`src/design/pkbd_pkg.sv`:
```
// ----------------------------------------------------------------------------
// pkbd_pkg
// Shared types and constants of the planar PackBits image decoder.
// ----------------------------------------------------------------------------
package pkbd_pkg;

  localparam int PIX_W   = 25;
  localparam int ROW_W   = 15;
  localparam int CH_W    = 3;
  localparam int CFG_W   = 25;
  localparam int ADDR_W  = 26;
  localparam int IDX_W   = 2;

  localparam logic [IDX_W-1:0] REG_PIXEL_COUNT   = 2'd0;
  localparam logic [IDX_W-1:0] REG_ROW_COUNT     = 2'd1;
  localparam logic [IDX_W-1:0] REG_CHANNEL_COUNT = 2'd2;

  localparam logic [1:0] ST_OK       = 2'd0;
  localparam logic [1:0] ST_OVERFLOW = 2'd1;
  localparam logic [1:0] ST_EARLY    = 2'd2;

  localparam logic [7:0] HDR_NOP = 8'd128;

  localparam int DEF_MAX_PIXEL_COUNT = 16777216;
  localparam int DEF_MAX_ROW_COUNT   = 16384;

  localparam logic [1:0] LANE_RGBA [4] = '{2'd2, 2'd1, 2'd0, 2'd3};

  typedef struct packed {
    logic [7:0] data;
    logic       last;
    logic [7:0] len;      // run length of a header byte, 0 for the no-op code
    logic       literal;
  } pkbd_item_t;

  typedef struct packed {
    logic [PIX_W-1:0] pixels;
    logic [ROW_W-1:0] rows;
    logic [CH_W-1:0]  channels;
  } pkbd_cfg_t;

endpackage

```
`src/design/packbits_planar_image_decoder.sv`:
```
// ----------------------------------------------------------------------------
// packbits_planar_image_decoder
// Planar PackBits decoder: skips the row byte-count table, decodes each
// channel plane and emits interleaved destination writes.
// ----------------------------------------------------------------------------
//  channel | handshake                      | payload
//  in      | in_valid / in_stall            | data_byte, end_of_data
//  out     | out_valid / out_stall          | byte_address, value, run_length,
//          |                                | image_done, status
//  cfg     | cfg_write                      | cfg_index, cfg_data
//
//  Sustained rate is one item per cycle unless the output stalls; a result
//  is registered as the engine takes its item. The decode engine's single
//  state update per cycle sets that rate. A two-entry queue between input
//  and engine keeps input flowing for two items while the output is stalled.
//  Reset is synchronous and returns the registers to their reset values.
// ----------------------------------------------------------------------------
module packbits_planar_image_decoder #(
  parameter int MAX_PIXEL_COUNT = pkbd_pkg::DEF_MAX_PIXEL_COUNT,
  parameter int MAX_ROW_COUNT   = pkbd_pkg::DEF_MAX_ROW_COUNT
) (
  input  logic                        clk,
  input  logic                        rst,
  input  logic                        cfg_write,
  input  logic [pkbd_pkg::IDX_W-1:0]  cfg_index,
  input  logic [pkbd_pkg::CFG_W-1:0]  cfg_data,
  input  logic                        in_valid,
  output logic                        in_stall,
  input  logic [7:0]                  data_byte,
  input  logic                        end_of_data,
  output logic                        out_valid,
  input  logic                        out_stall,
  output logic [pkbd_pkg::ADDR_W-1:0] byte_address,
  output logic [7:0]                  value,
  output logic [7:0]                  run_length,
  output logic                        image_done,
  output logic [1:0]                  status
);
  import pkbd_pkg::*;

  localparam logic [31:0] MAX_PIX  = 32'(MAX_PIXEL_COUNT);
  localparam logic [31:0] MAX_ROWS = 32'(MAX_ROW_COUNT);

  pkbd_cfg_t  cfg;
  pkbd_item_t item;
  logic       item_valid;
  logic       item_pop;

  always_ff @(posedge clk) begin
    if (rst) begin
      cfg.pixels   <= PIX_W'(1);
      cfg.rows     <= ROW_W'(1);
      cfg.channels <= CH_W'(1);
    end else if (cfg_write) begin
      unique case (cfg_index)
        REG_PIXEL_COUNT: begin
          if (cfg_data == '0) begin
            cfg.pixels <= PIX_W'(1);
          end else if ({7'd0, cfg_data} > MAX_PIX) begin
            cfg.pixels <= MAX_PIX[PIX_W-1:0];
          end else begin
            cfg.pixels <= cfg_data[PIX_W-1:0];
          end
        end
        REG_ROW_COUNT: begin
          if ({17'd0, cfg_data[ROW_W-1:0]} > MAX_ROWS) begin
            cfg.rows <= MAX_ROWS[ROW_W-1:0];
          end else begin
            cfg.rows <= cfg_data[ROW_W-1:0];
          end
        end
        REG_CHANNEL_COUNT: begin
          if (cfg_data[CH_W-1:0] == '0) begin
            cfg.channels <= CH_W'(1);
          end else if (cfg_data[CH_W-1:0] > CH_W'(4)) begin
            cfg.channels <= CH_W'(4);
          end else begin
            cfg.channels <= cfg_data[CH_W-1:0];
          end
        end
        default: begin
        end
      endcase
    end
  end

  pkbd_front u_front (
    .clk         (clk),
    .rst         (rst),
    .in_valid    (in_valid),
    .in_stall    (in_stall),
    .data_byte   (data_byte),
    .end_of_data (end_of_data),
    .item_valid  (item_valid),
    .item        (item),
    .item_pop    (item_pop)
  );

  pkbd_back #(
    .MAX_ROW_COUNT (MAX_ROW_COUNT)
  ) u_back (
    .clk          (clk),
    .rst          (rst),
    .cfg          (cfg),
    .item_valid   (item_valid),
    .item         (item),
    .item_pop     (item_pop),
    .out_valid    (out_valid),
    .out_stall    (out_stall),
    .byte_address (byte_address),
    .value        (value),
    .run_length   (run_length),
    .image_done   (image_done),
    .status       (status)
  );

  a_stall_needs_queued: assert property (@(posedge clk) disable iff (rst)
    in_stall |-> item_valid)
    else $error("input stalled with an empty queue");

  a_ok_has_write: assert property (@(posedge clk) disable iff (rst)
    (out_valid && status == ST_OK) |-> (run_length != 8'd0))
    else $error("ok item without a write");

  a_overflow_no_write: assert property (@(posedge clk) disable iff (rst)
    (out_valid && status == ST_OVERFLOW) |-> (run_length == 8'd0 && !image_done))
    else $error("overflow item carries a write");

  a_done_only_ok: assert property (@(posedge clk) disable iff (rst)
    (out_valid && image_done) |-> (status == ST_OK && run_length != 8'd0))
    else $error("image done on a bad item");

endmodule

```
`src/design/pkbd_front.sv`:
```
// ----------------------------------------------------------------------------
// pkbd_front
// Accepts compressed bytes, decodes the header meaning of each one and
// queues the items for the decode engine.
// ----------------------------------------------------------------------------
module pkbd_front (
  input  logic                clk,
  input  logic                rst,
  input  logic                in_valid,
  output logic                in_stall,
  input  logic [7:0]          data_byte,
  input  logic                end_of_data,
  output logic                item_valid,
  output pkbd_pkg::pkbd_item_t item,
  input  logic                item_pop
);
  import pkbd_pkg::*;

  localparam int DEPTH = 2;
  localparam int PTR_W = $clog2(DEPTH);
  localparam int CNT_W = $clog2(DEPTH + 1);

  pkbd_item_t            slots [DEPTH];
  pkbd_item_t            incoming;
  logic [PTR_W-1:0]      wr_ptr;
  logic [PTR_W-1:0]      rd_ptr;
  logic [CNT_W-1:0]      count;
  logic                  push;
  logic                  pop;

  always_comb begin
    incoming.data    = data_byte;
    incoming.last    = end_of_data;
    incoming.literal = ~data_byte[7];
    if (data_byte == HDR_NOP) begin
      incoming.len = 8'd0;
    end else if (!data_byte[7]) begin
      incoming.len = data_byte + 8'd1;
    end else begin
      incoming.len = 8'(9'd257 - {1'b0, data_byte});
    end
  end

  assign in_stall   = (count == CNT_W'(DEPTH));
  assign push       = in_valid && !in_stall;
  assign item_valid = (count != '0);
  assign pop        = item_pop && item_valid;
  assign item       = slots[rd_ptr];

  always_ff @(posedge clk) begin
    if (push) begin
      slots[wr_ptr] <= incoming;
    end
  end

  always_ff @(posedge clk) begin
    if (rst) begin
      wr_ptr <= '0;
      rd_ptr <= '0;
      count  <= '0;
    end else begin
      if (push) begin
        wr_ptr <= (wr_ptr == PTR_W'(DEPTH - 1)) ? '0 : wr_ptr + PTR_W'(1);
      end
      if (pop) begin
        rd_ptr <= (rd_ptr == PTR_W'(DEPTH - 1)) ? '0 : rd_ptr + PTR_W'(1);
      end
      if (push && !pop) begin
        count <= count + CNT_W'(1);
      end else if (pop && !push) begin
        count <= count - CNT_W'(1);
      end
    end
  end

endmodule

```
`src/design/pkbd_back.sv`:
```
// ----------------------------------------------------------------------------
// pkbd_back
// Decode engine: skips the row table, runs the PackBits phases per plane,
// forms destination addresses and holds the result in an output register.
// ----------------------------------------------------------------------------
module pkbd_back #(
  parameter int MAX_ROW_COUNT = pkbd_pkg::DEF_MAX_ROW_COUNT
) (
  input  logic                       clk,
  input  logic                       rst,
  input  pkbd_pkg::pkbd_cfg_t        cfg,
  input  logic                       item_valid,
  input  pkbd_pkg::pkbd_item_t       item,
  output logic                       item_pop,
  output logic                       out_valid,
  input  logic                       out_stall,
  output logic [pkbd_pkg::ADDR_W-1:0] byte_address,
  output logic [7:0]                 value,
  output logic [7:0]                 run_length,
  output logic                       image_done,
  output logic [1:0]                 status
);
  import pkbd_pkg::*;

  localparam int SKIP_W = $clog2(8 * MAX_ROW_COUNT + 1);

  localparam logic [2:0] PH_START = 3'd0;
  localparam logic [2:0] PH_SKIP  = 3'd1;
  localparam logic [2:0] PH_HEAD  = 3'd2;
  localparam logic [2:0] PH_LIT   = 3'd3;
  localparam logic [2:0] PH_REP   = 3'd4;
  localparam logic [2:0] PH_DONE  = 3'd5;
  localparam logic [2:0] PH_ERR   = 3'd6;

  logic [2:0]        phase, phase_next;
  logic [SKIP_W-1:0] skip_left, skip_left_next;
  logic [1:0]        plane_index, plane_index_next;
  logic [PIX_W-1:0]  pixels_done, pixels_done_next;
  logic [7:0]        literal_left, literal_left_next;
  logic [7:0]        repeat_length, repeat_length_next;

  logic              fire;
  logic              have;
  logic [ADDR_W-1:0] r_addr;
  logic [7:0]        r_val;
  logic [7:0]        r_run;
  logic              r_done;
  logic [1:0]        r_status;

  logic [31:0]       table_total;
  logic [SKIP_W-1:0] skip_total;
  logic [1:0]        bpp_shift;
  logic [1:0]        lane;
  logic [ADDR_W:0]   addr_wide;
  logic [ADDR_W-1:0] cur_addr;
  logic              last_plane;

  always_comb begin
    unique case (cfg.channels)
      3'd1:    table_total = {17'd0, cfg.rows};
      3'd2:    table_total = {16'd0, cfg.rows, 1'b0};
      3'd3:    table_total = {17'd0, cfg.rows} + {16'd0, cfg.rows, 1'b0};
      default: table_total = {15'd0, cfg.rows, 2'b0};
    endcase
  end
  assign skip_total = SKIP_W'({table_total[30:0], 1'b0});

  always_comb begin
    if (cfg.channels < 3'd3) begin
      bpp_shift = (cfg.channels == 3'd2) ? 2'd1 : 2'd0;
      lane      = {1'b0, plane_index[0]};
    end else begin
      bpp_shift = 2'd2;
      lane      = LANE_RGBA[plane_index];
    end
  end

  assign addr_wide  = ({2'b00, pixels_done} << bpp_shift) + (ADDR_W + 1)'(lane);
  assign cur_addr   = addr_wide[ADDR_W-1:0];
  assign last_plane = ({1'b0, plane_index} + 3'd1) >= cfg.channels;

  assign fire     = item_valid && (!out_valid || !out_stall);
  assign item_pop = fire;

  always_comb begin
    logic            consumed;
    logic [7:0]      adv_n;
    logic [PIX_W:0]  adv_sum;
    logic [PIX_W:0]  head_sum;
    phase_next         = phase;
    skip_left_next     = skip_left;
    plane_index_next   = plane_index;
    pixels_done_next   = pixels_done;
    literal_left_next  = literal_left;
    repeat_length_next = repeat_length;
    have     = 1'b0;
    r_addr   = '0;
    r_val    = '0;
    r_run    = '0;
    r_done   = 1'b0;
    r_status = ST_OK;
    consumed = 1'b0;
    adv_n    = (phase == PH_REP) ? repeat_length : 8'd1;
    adv_sum  = {1'b0, pixels_done} + (PIX_W + 1)'(adv_n);
    head_sum = {1'b0, pixels_done} + (PIX_W + 1)'(item.len);

    if (phase == PH_START) begin
      if (skip_total != '0) begin
        skip_left_next = skip_total - SKIP_W'(1);
        phase_next     = (skip_left_next != '0) ? PH_SKIP : PH_HEAD;
        consumed       = 1'b1;
      end else begin
        phase_next = PH_HEAD;
      end
    end

    if (!consumed) begin
      unique case (phase_next)
        PH_SKIP: begin
          if (skip_left != '0) begin
            skip_left_next = skip_left - SKIP_W'(1);
          end
          if (skip_left_next == '0) begin
            phase_next = PH_HEAD;
          end
        end
        PH_HEAD: begin
          if (item.len != 8'd0) begin
            if (head_sum > {1'b0, cfg.pixels}) begin
              have       = 1'b1;
              r_status   = ST_OVERFLOW;
              phase_next = PH_ERR;
            end else if (item.literal) begin
              literal_left_next = item.len;
              phase_next        = PH_LIT;
            end else begin
              repeat_length_next = item.len;
              phase_next         = PH_REP;
            end
          end
        end
        PH_LIT, PH_REP: begin
          have   = 1'b1;
          r_addr = cur_addr;
          r_val  = item.data;
          r_run  = adv_n;
          if (adv_sum >= {1'b0, cfg.pixels}) begin
            pixels_done_next = '0;
            if (last_plane) begin
              phase_next = PH_DONE;
              r_done     = 1'b1;
            end else begin
              plane_index_next = plane_index + 2'd1;
              phase_next       = PH_HEAD;
            end
          end else begin
            pixels_done_next = adv_sum[PIX_W-1:0];
          end
          if (phase == PH_LIT) begin
            if (literal_left != 8'd0) begin
              literal_left_next = literal_left - 8'd1;
            end
            if (phase_next == PH_LIT && literal_left_next == 8'd0) begin
              phase_next = PH_HEAD;
            end
            if (phase_next != PH_LIT) begin
              literal_left_next = 8'd0;
            end
          end else begin
            repeat_length_next = 8'd0;
            if (phase_next == PH_REP) begin
              phase_next = PH_HEAD;
            end
          end
        end
        default: begin
        end
      endcase
    end

    if (item.last) begin
      if (phase_next != PH_DONE && phase_next != PH_ERR) begin
        have     = 1'b1;
        r_status = ST_EARLY;
      end
      phase_next         = PH_START;
      skip_left_next     = '0;
      plane_index_next   = 2'd0;
      pixels_done_next   = '0;
      literal_left_next  = 8'd0;
      repeat_length_next = 8'd0;
    end
  end

  always_ff @(posedge clk) begin
    if (rst) begin
      phase         <= PH_START;
      skip_left     <= '0;
      plane_index   <= 2'd0;
      pixels_done   <= '0;
      literal_left  <= 8'd0;
      repeat_length <= 8'd0;
    end else if (fire) begin
      phase         <= phase_next;
      skip_left     <= skip_left_next;
      plane_index   <= plane_index_next;
      pixels_done   <= pixels_done_next;
      literal_left  <= literal_left_next;
      repeat_length <= repeat_length_next;
    end
  end

  always_ff @(posedge clk) begin
    if (rst) begin
      out_valid <= 1'b0;
    end else if (fire && have) begin
      out_valid <= 1'b1;
    end else if (!out_stall) begin
      out_valid <= 1'b0;
    end
  end

  always_ff @(posedge clk) begin
    if (fire && have) begin
      byte_address <= r_addr;
      value        <= r_val;
      run_length   <= r_run;
      image_done   <= r_done;
      status       <= r_status;
    end
  end

endmodule

```
`config.mk`:
```
export PLATFORM = sky130hd
export DESIGN_NAME = packbits_planar_image_decoder
export DESIGN_NICKNAME = d
export VERILOG_FILES = /design/src/design/pkbd_pkg.sv /design/src/design/packbits_planar_image_decoder.sv /design/src/design/pkbd_front.sv /design/src/design/pkbd_back.sv
export SDC_FILE = /design/constraint.sdc
export NUM_CORES = 1
export LEC_CHECK = 0
export ABC_AREA = 0
export BUFFER_PORTS_ARGS = -buffer_cell sky130_fd_sc_hd__buf_2
export CAP_MARGIN = 10
export CORE_MARGIN = 2
export CORE_UTILIZATION = 56
export DETAILED_ROUTE_END_ITERATION = 12
export PLACE_DENSITY = 0.78
export SKIP_CTS_REPAIR_TIMING = 1
export SYNTH_ARGS = -nofsm -noshare
export SYNTH_HDL_FRONTEND = slang
export SYNTH_SLANG_ARGS = --single-unit
```
`constraint.sdc`:
```
create_clock -name clk -period 8.2 [get_ports clk]
set_input_delay 0.82 -clock clk [delete_from_list [all_inputs] [get_ports clk]]
set_output_delay 0.82 -clock clk [all_outputs]
set_load 0.05 [all_outputs]
```
After elaboration in Yosys (flattened, before gate mapping)
Memory sizes are Yosys's and may differ from the RTL's. A register that Yosys moved wholly into a read port is not among the register bits.
Cells that the tools add are included.

word-level totals
  register bits = 157
  memory bits (writable) = 36
  output and inout port bits = 47
  memories = 1

memory list
  memory         words  bits a word  read ports  clocked after Yosys merged registers in  write ports  line              RTL
  u_front.slots  2      18           1           1                                        1            pkbd_front.sv:23  pkbd_item_t slots [DEPTH];

operators by class
  add/subtract/negate cells = 15
  magnitude comparators = 8
  equality and inequality tests = 27
  shifts and indexed selects = 1
  mux-type cells = 96
  bitwise operators = 4
  reduce and logical (&&, ||, !) cells = 40

operators by type and width
  cell                                                    count
  two-way mux 8 bit                                       20
  two-way mux 25 bit                                      6
  two-way mux 18 bit                                      8
  two-way mux 3 bit                                       20
  nonzero test 18 bit                                     3
  adder 25 x 8 -> 26 bit                                  2
  case mux 17 bit (3 select lines)                        1
  subtractor 18 x 1 -> 18 bit (second input constant)     2
  two-way mux 2 bit                                       17
  case mux 8 bit (2 select lines)                         2
  adder 26 x 2 -> 26 bit                                  1
  >= comparator 26 x 25 -> 1 bit                          1
  greater-than comparator 26 x 25 -> 1 bit                1
  << shifter 25 x 2 -> 26 bit                             1
  greater-than comparator 25 bit (second input constant)  1
  zero test 25 bit                                        1
  == test 3 x 2 -> 1 bit (second input constant)          6
  zero test 18 bit                                        1
  two-way mux 1 bit                                       18
  inequality test 3 bit (second input constant)           6
  adder 15 x 16 -> 17 bit                                 1
  nonzero test 8 bit                                      2
  greater-than comparator 15 bit (second input constant)  1
  two-way mux 15 bit                                      1
  38 further kinds                                        68

Logic depth before layout (Yosys ltp)
  depth after elaboration = 26
  depth in mapped cells = 29

By module
Synthesis repeated with hierarchy kept, for this count alone.

unflattened totals
  cells, all modules = 1701
  area, all modules = 14486.4 um2

modules (own cells, without submodules)
  module                         instances  cells each  area an instance (um2)  sequential area each (um2)
  pkbd_back                      1          1388        10950.5                 2652.5
  pkbd_front                     1          129         1848.0                  1181.1
  packbits_planar_image_decoder  1          184         1687.9                  860.8

Worst setup path before layout
OpenSTA, ideal clock, no wires.

  path kind = register to register
  from = register u_back.phase[2]
  to = register u_back.byte_address[0] (netlist name), enable pin
  library setup time = 464 ps
  arrival = 7451 ps
  data required time = 7736 ps
  slack = 285 ps
  stages on the path, launching flop included = 26
  buffers on the path = 2
  period minus slack after synthesis = 7915 ps
  cells stage by stage = dfxtp_1 clkbuf_1 inv_1 nor2_1 clkbuf_1 and3_1 ha_1 nor2b_1 o21ai_0 a21boi_0 o21ai_0 a21boi_0 o21a_1 o21bai_1 nor3_1 xor2_1 ha_1 o21ai_0 or4_1 a31o_2 a21oi_1 a211oi_1 or3_1 and3_1 a21bo_2 a21oi_1

on the way
  word-level cells in the longest chain between the ends = 21
  elaborated cells on any way between the ends = 42
  classes of those cells = add/sub: 1; order compare: 1; eq/ne: 10; mux: 24; reduce/logical: 6

ends and longest elaborated chain
  item                             line              RTL
  from (decl)                      pkbd_back.sv:35   logic [2:0] phase, phase_next;
  from (signal assigned)           pkbd_back.sv:204  phase <= phase_next;
  == test 3 bit                    pkbd_back.sv:103  adv_n = (phase == PH_REP) ? repeat_length : 8'd1;
  two-way mux 8 bit                pkbd_back.sv:103
  adder 25 x 8 -> 26 bit           pkbd_back.sv:104  adv_sum = {1'b0, pixels_done} + (PIX_W + 1)'(adv_n);
  >= comparator 26 x 25 -> 1 bit   pkbd_back.sv:147  if (adv_sum >= {1'b0, cfg.pixels}) begin
  two-way mux 3 bit                pkbd_back.sv:147
  two-way mux 3 bit                pkbd_back.sv:118  unique case (phase_next)
  two-way mux 3 bit                pkbd_back.sv:117  if (!consumed) begin
  == test 3 x 2 -> 1 bit           pkbd_back.sv:163  if (phase_next == PH_LIT && literal_left_next == 8'd0) begin
  (+5 left out)                    --
  two-way mux 3 bit                pkbd_back.sv:159  if (phase == PH_LIT) begin
  case mux 3 bit (3 select lines)  pkbd_back.sv:118
  two-way mux 3 bit                pkbd_back.sv:117
  inequality test 3 bit            pkbd_back.sv:182  if (phase_next != PH_DONE && phase_next != PH_ERR) begin
  logical AND 1 bit                pkbd_back.sv:182
  two-way mux 1 bit                pkbd_back.sv:182
  two-way mux 1 bit (*)            pkbd_back.sv:181  if (item.last) begin
  logical AND 1 bit (*)            pkbd_back.sv:224  if (fire && have) begin
  to (signal assigned)             pkbd_back.sv:225  byte_address <= r_addr;
  to (decl)                        pkbd_back.sv:17   output logic [pkbd_pkg::ADDR_W-1:0] byte_address,

Every way passes the cells marked *; elsewhere a longest branch is shown, timed or not. The select of a mux whose other input is x is not followed.
A chain may end at the register's enable or synchronous reset.

==> results.cfg <==
[clocking]
clock_path_buffers = 2
cts.sinks = 194
htreeDepth = 4
cts-root-buf = clkbuf_16
cts.clk_slew.worst_paths_ns = 0.08
insertion_delay_ns = 0.45
cts_buffers = 17
tritoncts = done

[global_routing]
grt.total_usage_pct = 29.2
grt_first_pass_wirelength_mm = 62.1
first_global_vias = 12200
use_met2_pct = 49.3
antenna_found_initial = 0
use_met1_pct = 38.0
grt_util_met3_pct = 3.83
grt_max_degree = 91
overflow = 0
grt_busiest_layer = met2

[placed_design]
hpwl_mm = 28.3
io_buffers = 87
dp_slack_ns = 1.16
dpl_cell_area_sq_um = 14600
gp_congestion = 0.965
place_inst = 2006

[pwr]
total_power_mw = 3.87
vdd_drop_max_uv = 271
powerDensity_nw_per_um2 = 253
p_leak_nw = 6.18

[synth]
synth_edf_count = 81
ys_ff_latch = 194
netlist.area_leader.share_pct = 17.3
syn-num-nets = 1811
yosys.area.top_type = edfxtp_1
synth_area_leaders = edfxtp_1 17%, dfxtp_1 16%, ha_1 8.6%, nor2_1 6.1%, a21oi_1 4.2%
yosysSeqAreaShare_pct = 33.5
synth_cells = 1670
synth_area_sq_um = 14000
synth_top_flop_cell = dfxtp_1
yosys.cell_count.top_type = nor2_1
yosysWarnings = 0
syn_avg_cell_area_sq_um = 8.40
synth_commonest_cells = 229 x nor2_1, 137 x nand2_1, 119 x a21oi_1, 113 x dfxtp_1, 97 x ha_1
ys_types = 92
synth_async_sr_flop_share_pct = 0

[worst_setup_path]
critical_path_buf_inv_count = 2
critPathCaptureType = register
path_class = reg -> reg
path_common_cell = a21oi_1
crit_family = compound AO/OA/AOI/OAI gates
required_ns = 8.28
crit_arrival_ns = 7.21
slowest_delay_ns = 0.79
worstSetupStartpointType = register
path_max_fanout = 46
r2r_slack_ns = 1.07
cp_slowest_cell = dfxtp_1

[timing]
hold_viol = 0
fin_crit_sh_pct = 87.0
worst_slack_ns = 1.07
period_needed_ns = 7.13
rsz0062_at_grt = false
setup_viol = 0
skew_ns = 0.0177
whs_ns = 0.467
relSlewSlack_pct = 31.3
tns_ns = 0
worst_pin_slew_ns = 1.03
max_freq_mhz = 140
drv_slew = 0

[drt]
avgViaCountPerCell = 6.27
routedWlPerCell_um = 18.8
drt_iter0_drc = 1096
drc = 0
first_pass_iters = 6
wl_mm = 38.3
ant_nets = 0
num_vias = 12800

[cells_and_area]
final_cell_area_sq_um = 15300
area_growth_pct = 8.87
layout.nets = 1843
final_cells = 2039
antenna_cells = 0
drive_above_1_share_pct = 10.4
finish.utilization_pct = 62.5

[hold_path]
hold_path.class = reg -> reg

[floorplan]
fp.dieH_um = 162
die_x_um = 162
boundaryPins = 88
die_area_sq_um = 26300
start_util_pct = 57.4
placeableCoreArea_sq_um = 24500
row_count = 57

[run]
maxCapViolations = 0

[outcome]
status = finished clean
-- registers in the layout (all words and copies together) (netlist names), named ones only --
signal and flops:
u_back.status 2, u_front.rd_ptr 1, u_back.value 8, u_back.plane_index 2, u_back.skip_left 18, u_back.literal_left 8, cfg 43, u_back.image_done 1
u_front.wr_ptr 1, u_back.pixels_done 25, u_back.repeat_length 8, u_front.count 2, u_front.slots 36, u_back.phase 3, u_back.out_valid 1, u_back.byte_address 26
u_back.run_length 8
-- layout by cell type, fill, tap and decap left out, types with 9 or more instances in the layout --
cell       count
dfxtp_1      113
ha_1          97
xnor2_1       48
nor3_1        42
o211ai_1       9
nor2_1       228
nand2b_1      11
nand2_1      137
nor3b_1       13
and3_1        20
a211oi_1      13
buf_4         16
clkbuf_16     17
a21o_1        10
o31ai_1       12
edfxtp_1      81
nor4_1        21
xor2_1        48
a22oi_1       68
nand3_1       37
nand4_1       27
nor2b_1       15
or3_1         26
inv_1         76
buf_2         86
and2_1        11
mux2i_1       58
o21ai_0       73
a31oi_1       10
o22ai_1       12
a21oi_1      117
o21a_1        12
-- worst min-delay path, cell delays in order, from the launching register on --
cell	delay (ns)
dfxtp_1	0.32
nand2_1	0.05
a21oi_1	0.05
-- layout make-up --
class | count | area, sq um
clock buffer | 17 | 425
clock inverter | 15 | 208
fill | 2154 | 9190
inverter | 79 | 297
multi-input combinational | 1307 | 8690
sequential | 194 | 4690
tap | 324 | 405
timing repair buffer | 103 | 556
-- metal layers --
metal	up-vias	share of wire, %
li1	6159	-
met1	6031	43
met2	511	47
met3	86	6.3
met4	0	3.1
met5	-	0
-- cell families (layout without fill, tap and decap cells) --
family	count (synthesis)	in the layout	synth area share [%]
buffers and inverters	169	214	4.76
AOI/OAI and AO/OA	409	409	19.6
xor gates and xnor gates	96	96	5.99
DFF	194	194	33.5
adders and majority gates	101	101	9.15
and+or+nand+nor	635	635	22.1
muxes	66	66	4.94
-- report_power, final --
part,switching [mW],total (mW),leakage (nW),internal [mW]
registers,0.0924,1.27,1.68,1.18
logic,1.18,1.70,4.19,0.521
clock network,0.452,0.904,0.309,0.452
-- path summary, 6_finish.rpt --
path	startpoint	end	cells past startpoint
worst max-delay path	register	u_back.byte_address[9]	25
worst min-delay path	u_back.repeat_length[0]	u_back.repeat_length[0]	2
worst max register to register	register	u_back.byte_address[9]	25
worst min register to register	u_back.repeat_length[0]	u_back.repeat_length[0]	2
(Power assumes the default switching activity.)
